[src/rtl/b2bcd_pkg.sv]
// Package for the binary to packed BCD converter.
// Holds the width constants, the pipeline stage record and the shift-add-3 step.
// No dependencies.
`default_nettype none

package b2bcd_pkg;

   localparam int VALUE_WIDTH      = 32;
   localparam int DIGIT_COUNT      = 8;
   localparam int BCD_WIDTH        = 4 * DIGIT_COUNT;
   localparam int OUT_WIDTH        = 32;
   localparam int STAGE_COUNT      = 8;
   localparam int SHIFTS_PER_STAGE = VALUE_WIDTH / STAGE_COUNT;

   function automatic longint unsigned pow10(input int n);
      longint unsigned acc;
      acc = 64'd1;
      for (int i = 0; i < n; i++) begin
         acc = acc * 64'd10;
      end
      return acc;
   endfunction

   localparam longint unsigned MAX_VALUE = pow10(DIGIT_COUNT) - 64'd1;

   typedef struct packed {
      logic [VALUE_WIDTH-1:0] bin;
      logic [BCD_WIDTH-1:0]   bcd;
      logic                   ovf;
   } stage_type;

   // one double dabble iteration: correct each digit, then shift one bit in
   function automatic stage_type dabble_step(input stage_type cur);
      stage_type nxt;
      logic [BCD_WIDTH-1:0] adj;
      nxt = cur;
      adj = cur.bcd;
      for (int d = 0; d < DIGIT_COUNT; d++) begin
         if (adj[4*d +: 4] >= 4'd5) begin
            adj[4*d +: 4] = adj[4*d +: 4] + 4'd3;
         end
      end
      nxt.bcd = {adj[BCD_WIDTH-2:0], cur.bin[VALUE_WIDTH-1]};
      nxt.bin = {cur.bin[VALUE_WIDTH-2:0], 1'b0};
      return nxt;
   endfunction

endpackage

`default_nettype wire

[src/rtl/binary_to_bcd_8digit.sv]
// Binary to packed BCD converter, pipelined double dabble.
// Depends on b2bcd_pkg (widths, stage record, dabble step).
//
//   port group   dir   handshake              payload
//   req_         in    req_valid / req_stall  req_value[31:0]
//   rsp_         out   rsp_valid / rsp_stall  rsp_bcd_digits[31:0], rsp_overflow
//
// One transaction per cycle when rsp_stall does not hold the pipeline. Stages: one input
// register with the range check, then eight stages of four shift-add-3 steps.
// Reset clears only the per-stage valid bits.
// Each stage holds while its successor is full and stalled; empty stages keep
// filling, so input is taken while a result waits on rsp_stall.
`default_nettype none

module binary_to_bcd_8digit (
   input  wire logic                            clock,
   input  wire logic                            reset,
   input  wire logic                            req_valid,
   output logic                                 req_stall,
   input  wire logic [b2bcd_pkg::VALUE_WIDTH-1:0] req_value,
   output logic                                 rsp_valid,
   input  wire logic                            rsp_stall,
   output logic [b2bcd_pkg::OUT_WIDTH-1:0]      rsp_bcd_digits,
   output logic                                 rsp_overflow
);
   import b2bcd_pkg::*;

   logic      valid_ff [0:STAGE_COUNT];
   stage_type data_ff  [0:STAGE_COUNT];
   stage_type data_in  [0:STAGE_COUNT];
   logic      stage_ready [0:STAGE_COUNT];

   always_comb begin
      stage_ready[STAGE_COUNT] = !valid_ff[STAGE_COUNT] || !rsp_stall;
      for (int i = STAGE_COUNT - 1; i >= 0; i--) begin
         stage_ready[i] = !valid_ff[i] || stage_ready[i+1];
      end
   end

   always_comb begin
      data_in[0].bin = req_value;
      data_in[0].bcd = '0;
      data_in[0].ovf = (64'(req_value) > MAX_VALUE);
   end

   for (genvar s = 1; s <= STAGE_COUNT; s++) begin : g_stage
      always_comb begin
         stage_type cur;
         cur = data_ff[s-1];
         for (int k = 0; k < SHIFTS_PER_STAGE; k++) begin
            cur = dabble_step(cur);
         end
         data_in[s] = cur;
      end
   end

   always_ff @(posedge clock) begin
      if (reset) begin
         for (int i = 0; i <= STAGE_COUNT; i++) begin
            valid_ff[i] <= 1'b0;
         end
      end else begin
         if (stage_ready[0]) begin
            valid_ff[0] <= req_valid;
            if (req_valid) begin
               data_ff[0] <= data_in[0];
            end
         end
         for (int i = 1; i <= STAGE_COUNT; i++) begin
            if (stage_ready[i]) begin
               valid_ff[i] <= valid_ff[i-1];
               if (valid_ff[i-1]) begin
                  data_ff[i] <= data_in[i];
               end
            end
         end
      end
   end

   assign req_stall      = !stage_ready[0];
   assign rsp_valid      = valid_ff[STAGE_COUNT];
   assign rsp_overflow   = data_ff[STAGE_COUNT].ovf;
   assign rsp_bcd_digits = data_ff[STAGE_COUNT].ovf ? '1
                                                    : OUT_WIDTH'(data_ff[STAGE_COUNT].bcd);

endmodule

`default_nettype wire
[config.mk]
export PLATFORM = sky130hd
export DESIGN_NAME = binary_to_bcd_8digit
export DESIGN_NICKNAME = d
export VERILOG_FILES = /design/src/rtl/b2bcd_pkg.sv /design/src/rtl/binary_to_bcd_8digit.sv
export SDC_FILE = /design/constraint.sdc
export NUM_CORES = 1
export LEC_CHECK = 0
export BUFFER_PORTS_ARGS = -buffer_cell sky130_fd_sc_hd__buf_2
export CELL_PAD_IN_SITES_DETAIL_PLACEMENT = 0
export CELL_PAD_IN_SITES_GLOBAL_PLACEMENT = 2
export CORE_MARGIN = 2
export CORE_UTILIZATION = 41
export DETAILED_ROUTE_END_ITERATION = 12
export PLACE_DENSITY_LB_ADDON = 0.08
export SLEW_MARGIN = 25
export SYNTH_ARGS = -nofsm -noshare
export SYNTH_HDL_FRONTEND = slang
export SYNTH_SLANG_ARGS = --single-unit
[constraint.sdc]
create_clock -name clock -period 5.7 [get_ports clock]
set_input_delay 1.425 -clock clock [delete_from_list [all_inputs] [get_ports clock]]
set_output_delay 1.425 -clock clock [all_outputs]
set_load 0.005 [all_outputs]
After elaboration in Yosys (flattened, before gate mapping):

Memories as Yosys holds them, arrays and structs flattened.
Cells that the tools add are included.

* bits in writable memories: 594
* output and inout port bits: 35
* input port bits: 36
* memories kept: 2
* register bits after elaboration: 0

* reductions and logical operators: 20
* magnitude comparators: 257
* bitwise logic cells: 9
* $add $sub $neg: 256
* mux-type cells: 331

Memory list
* data_ff: words 9, width 65, rd ports 9, clocked after memory_dff 0, write ports 9, RTL line binary_to_bcd_8digit.sv:29 `stage_type data_ff [0:STAGE_COUNT];`
* valid_ff: words 9, width 1, rd ports 9, clocked after memory_dff 0, write ports 9, RTL line binary_to_bcd_8digit.sv:28 `logic valid_ff [0:STAGE_COUNT];`

Operators with widths (number)
* $ge 4x3->1 const B: 256
* $add 4x2->4 const B: 224
* $mux 4: 224
* $add 3x2->3 const B: 32
* $mux 3: 32
* $mux 1: 74
* $gt 32x27->1 const B: 1
* $mux 32: 1
* $logic_not 1->1: 11
* $logic_or 1x1->1: 9
* $or 1x1->1: 9

Logic depth before layout (Yosys ltp):

An unclocked memory read counts as a cell.

* word-level depth: 15
* depth in mapped cells: 21
* depth with buffers taken out: 21

Worst setup path after synthesis:

No wires, ideal clock.

* path kind: input-to-reg
* from: in rsp_stall
* to: mem data_ff[0][325] in the netlist's numbering, enable pin
* path slack: 0.449 ns
* path buffers: 0
* cell stages on the path: 3
* data arrival time: 4.759 ns
* path through: and3_1 > and3_1 > nor3b_1

RTL lines
* start, declared: RTL line binary_to_bcd_8digit.sv:22 `input wire logic rsp_stall,`
* end, declared: RTL line binary_to_bcd_8digit.sv:29

Worst setup path in the final report:

* from: in rsp_stall
* to: out req_stall

* word-level cells in the longest chain between the ends: 11

RTL lines
* $logic_not 1->1: RTL line binary_to_bcd_8digit.sv:34 `stage_ready[STAGE_COUNT] = !valid_ff[STAGE_COUNT] || !rsp_stall;`
* $logic_or 1x1->1: RTL line binary_to_bcd_8digit.sv:34
* $logic_or 1x1->1 (8 in series): RTL line binary_to_bcd_8digit.sv:36 `stage_ready[i] = !valid_ff[i] || stage_ready[i+1];`
* $logic_not 1->1: RTL line binary_to_bcd_8digit.sv:80 `assign req_stall = !stage_ready[0];`
* end, declared: RTL line binary_to_bcd_8digit.sv:19 `output logic req_stall,`

No other way between the ends.

==> results.md <==
* Detailed Place HPWL at roughly 37,000 um
* Nets at ~3,200
* Post-Synthesis Cells at 2,952
* Last weighted congestion value of the routability-driven placer at 0.812
* Area used by multi-input combinational logic at 15,400 um2
* Register Area at 10,000 um2
* Buffers inserted during post-CTS setup optimization at 0
* Result of the run: complete, no violations
* Fmax at 229 MHz
* First-pass detailed-route iteration total at 5
* Initial Util at between 40 and 50%
* Unrepaired setup endpoints after global routing: no
* Clock skew after layout at 0.0469 ns
* Global-route wire length before repair at between 80,000 and 90,000 um
* Remaining global-route overflow at 0
* Worst Path Arrival at 2.94 ns
* Total placed cells including tap cells at 3,803
* Critical path fanouts, max at 5
* Most instantiated flip-flop cell in the synthesis netlist: sky130_fd_sc_hd__edfxtp_1
* Die Wd at 258 um
* XOR/XNOR Fraction of Synth Area at 5.30%
* Multiplexer fraction of the synthesized cell area at 5.22%
* Leakage Power at around 11 nW
* Worst Hold Class: reg2reg
* Port Buffer Count at 70
* FF-to-FF path depth at 14
* Antenna violations before repair at 0
* Count of yosys warnings during synthesis at 0
* Fillcell total at 6,089
* VDD IR max at ~280 uV
* Layout area overhead at 9.87%
* Flip-flop and latch count after synthesis at 334
* Clock Latency Late Sink at 0.60 ns
* # clock sinks at approximately 330
* Fin crit share at about three quarters
* Clock period minus final worst setup slack at approximately 4.4 ns
* Post-Route Hold Slack at 0.399 ns
* CP Capture Type: primary output
* Slew at the pin with the worst max-slew slack at 0.985 ns
* Final Max Slew Viols at 0
* Number of global-route vias before repair at 19,690
* Routed length per instance at 13.3 um
* Vias after detailed routing at 21,058
* Distinct cell type count of the synthesized netlist at 102
* Async set-or-reset flop fraction in the synthesized netlist at 0%
* Pwr per Cell Area at 196 nW/um2
* Pin count of the biggest net entering global routing at 41
* Synthesized-area fraction occupied by adder cells at approximately 6.7%
* Number of enable-type register cells in the synthesized netlist at ~330
* Dominant combinational cell family by area after synthesis: compound AO/OA/AOI/OAI gates
* Site Rows at between 90 and 100
* Post-route setup TNS at 0 ns
* Final setup fails at 0
* Violation count after the first detailed-route iteration at 1,132
* Max-Cap Viols at 0
* Number of antenna diodes at 0
* Relative slew margins at 33.9%
* Synthesized-area fraction occupied by and/or/nand/nor cells at 17.0%
* Resized cells post-CTS at 0
* Clock tree from TritonCTS: built
* Proportion of synthesized chip area in sequential cells at 37.9%
* Worst-case clock buffer depth at 3
* CTS hold repair buffers at 0
* Synth Area in Compound Gates at between 20% and 30%
* Routed Wire Length at 51,400 um
* Antenna-violating nets left at 0
* Total Die Area at 66,700 um2
* Crit path launch type: primary input
* Clock root buffer master: sky130_fd_sc_hd__clkbuf_16
* Global-route usage over all layers at 15.3%
* Worst Path Required at 4.28 ns
* Classification of the worst setup path: in2out
* Vert. Die Dim at 258 um
* Ratio of cells with drive above 1 in the final layout at between 10% and 20%
* Vias per cell at 5.43
* Post-synthesis area per instance at 8.97 um2
* IO Count at 71
* Core box area at 64,100 um2
* Number of instances on the worst hold path at 0
* Clock H-tree levels at 2
* Number of design rule violations left after detail routing at 0
* Clock slew at reported path FFs at about 0.06 ns
* Num CTS Buffers at 42
* Syn Nets at 3,126
* Hold violation count in the final report at 0
* Mapped cell area at 26,500 um2
* Final cell count without fillers at approximately 3,900
[flip-flops by register name, indices dropped and copies added, names as in the netlist]
register  count
valid_ff      9
data_ff     325
[critical path, stage by stage]
cell,delay [ns]
sky130_fd_sc_hd__buf_2,0.12
sky130_fd_sc_hd__and3_1,0.32
sky130_fd_sc_hd__and3_1,0.30
sky130_fd_sc_hd__nand4_1,0.17
sky130_fd_sc_hd__nor2_1,0.21
sky130_fd_sc_hd__and2_1,0.25
sky130_fd_sc_hd__buf_2,0.15
[through the flow]
| step | setup WS [ns] | total power, mW | cell area (um2) | utilization [%] |
|---|---|---|---|---|
| finish | 1.33 | 5.72 | 29100 | 45.4 |
| global route | 0.974 | 5.96 | 29100 | 45.4 |
| CTS | 1.33 | 5.83 | 29100 | 45.4 |
| detailed placement | 1.34 | 3.15 | 27700 | 43.3 |
| global placement | 1.39 | 3.14 | 27700 | 43.2 |
| floorplan | 0.449 | 3.07 | 26500 | - |
[power breakdown]
part | leakage, nW | switching [mW] | internal, mW
clock network | 0.646 | 1.07 | 1.55
logic | 7.08 | 0.207 | 0.148
registers | 3.07 | 0.0174 | 2.73
[layout by cell type, fill, tap and decap left out, types with 12 or more instances in the layout]
| cell type | netlist | routed |
|---|---|---|
| sky130_fd_sc_hd__or2_2 | 44 | 44 |
| sky130_fd_sc_hd__buf_4 | 2 | 20 |
| sky130_fd_sc_hd__nand2_1 | 253 | 253 |
| sky130_fd_sc_hd__nor3_1 | 51 | 51 |
| sky130_fd_sc_hd__inv_1 | 183 | 183 |
| sky130_fd_sc_hd__xnor2_1 | 106 | 104 |
| sky130_fd_sc_hd__and3_1 | 13 | 13 |
| sky130_fd_sc_hd__a31oi_1 | 59 | 59 |
| sky130_fd_sc_hd__clkbuf_16 | 0 | 42 |
| sky130_fd_sc_hd__buf_2 | 11 | 70 |
| sky130_fd_sc_hd__a21oi_1 | 234 | 232 |
| sky130_fd_sc_hd__xnor2_2 | 12 | 14 |
| sky130_fd_sc_hd__and2_1 | 29 | 29 |
| sky130_fd_sc_hd__o22ai_1 | 36 | 36 |
| sky130_fd_sc_hd__mux2_2 | 52 | 52 |
| sky130_fd_sc_hd__nor3b_1 | 41 | 37 |
| sky130_fd_sc_hd__a21boi_0 | 16 | 16 |
| sky130_fd_sc_hd__a21oi_2 | 18 | 19 |
| sky130_fd_sc_hd__nor2b_1 | 37 | 37 |
| sky130_fd_sc_hd__a211oi_1 | 39 | 38 |
| sky130_fd_sc_hd__o21a_1 | 32 | 32 |
| sky130_fd_sc_hd__nor2_1 | 263 | 263 |
| sky130_fd_sc_hd__ha_1 | 138 | 138 |
| sky130_fd_sc_hd__o211ai_1 | 37 | 37 |
| sky130_fd_sc_hd__edfxtp_1 | 334 | 334 |
| sky130_fd_sc_hd__nand2b_1 | 89 | 89 |
| sky130_fd_sc_hd__a21o_1 | 30 | 30 |
| sky130_fd_sc_hd__mux2i_1 | 75 | 75 |
| sky130_fd_sc_hd__o21ai_1 | 44 | 44 |
| sky130_fd_sc_hd__a22oi_1 | 12 | 12 |
| sky130_fd_sc_hd__o21ai_0 | 262 | 262 |
| sky130_fd_sc_hd__nand3_1 | 47 | 47 |
| sky130_fd_sc_hd__xor2_1 | 25 | 25 |
| sky130_fd_sc_hd__a31o_2 | 14 | 14 |
[worst paths after layout]
kind | start | end | slack (ns)
setup / recovery | rsp_stall | req_stall | 1.33
hold / removal | data_ff[0][256] | data_ff[0][261] | 0.40
setup reg to reg | data_ff[0][476] | data_ff[0][542] | 1.42
hold reg to reg | data_ff[0][256] | data_ff[0][261] | 0.40
[synth_stat cells, types with 13 or more instances]
library cell	instances	area share (%)
sky130_fd_sc_hd__a211oi_1	39	1.1
sky130_fd_sc_hd__o21ai_1	44	0.83
sky130_fd_sc_hd__o22ai_1	36	0.85
sky130_fd_sc_hd__and2_1	29	0.68
sky130_fd_sc_hd__o21a_1	32	0.91
sky130_fd_sc_hd__or2_2	44	1.0
sky130_fd_sc_hd__nor3b_1	41	1.2
sky130_fd_sc_hd__mux2i_1	75	2.8
sky130_fd_sc_hd__ha_1	138	6.5
sky130_fd_sc_hd__a21oi_1	234	4.4
sky130_fd_sc_hd__mux2_2	52	2.2
sky130_fd_sc_hd__a21boi_0	16	0.45
sky130_fd_sc_hd__nor2_1	263	3.7
sky130_fd_sc_hd__and3_1	13	0.31
sky130_fd_sc_hd__nand3_1	47	0.89
sky130_fd_sc_hd__a31oi_1	59	1.4
sky130_fd_sc_hd__nand2b_1	89	2.1
sky130_fd_sc_hd__inv_1	183	2.6
sky130_fd_sc_hd__o211ai_1	37	1.0
sky130_fd_sc_hd__nor2b_1	37	0.87
sky130_fd_sc_hd__o21ai_0	262	5.0
sky130_fd_sc_hd__edfxtp_1	334	38
sky130_fd_sc_hd__nand2_1	253	3.6
sky130_fd_sc_hd__a31o_2	14	0.46
sky130_fd_sc_hd__a21oi_2	18	0.60
sky130_fd_sc_hd__a21o_1	30	0.85
sky130_fd_sc_hd__xnor2_1	106	3.5
sky130_fd_sc_hd__clkbuf_1	76	1.1
sky130_fd_sc_hd__nor3_1	51	0.96
sky130_fd_sc_hd__xor2_1	25	0.83
[area by class of cell]
cell class / instances / area share (%)
timing repair buffer: 90 / 1.72
inverter: 187 / 2.42
multi-input combinational: 2337 / 53.0
sequential: 334 / 34.5
clock buffer: 50 / 3.71
clock inverter: 22 / 0.972
tap: 855 / 3.68
[logic make-up after synthesis]
group | Yosys count
XOR/XNOR | 146
multiplexers | 130
AND/OR/NAND/NOR | 925
flip-flops | 334
AO/OA/AOI/OAI | 993
buffers and inverters | 281
adder cells (fa/ha/maj) | 143
[routing by layer]
layer,routed length (um),vias up,GRT usage (%)
met5,0,-,0
met2,24300,253,27.0
met1,24600,9756,19.9
met3,1540,56,2.02
li1,-,10993,-
met4,908,0,3.76
Note: power is estimated with default switching activity, not from simulation.
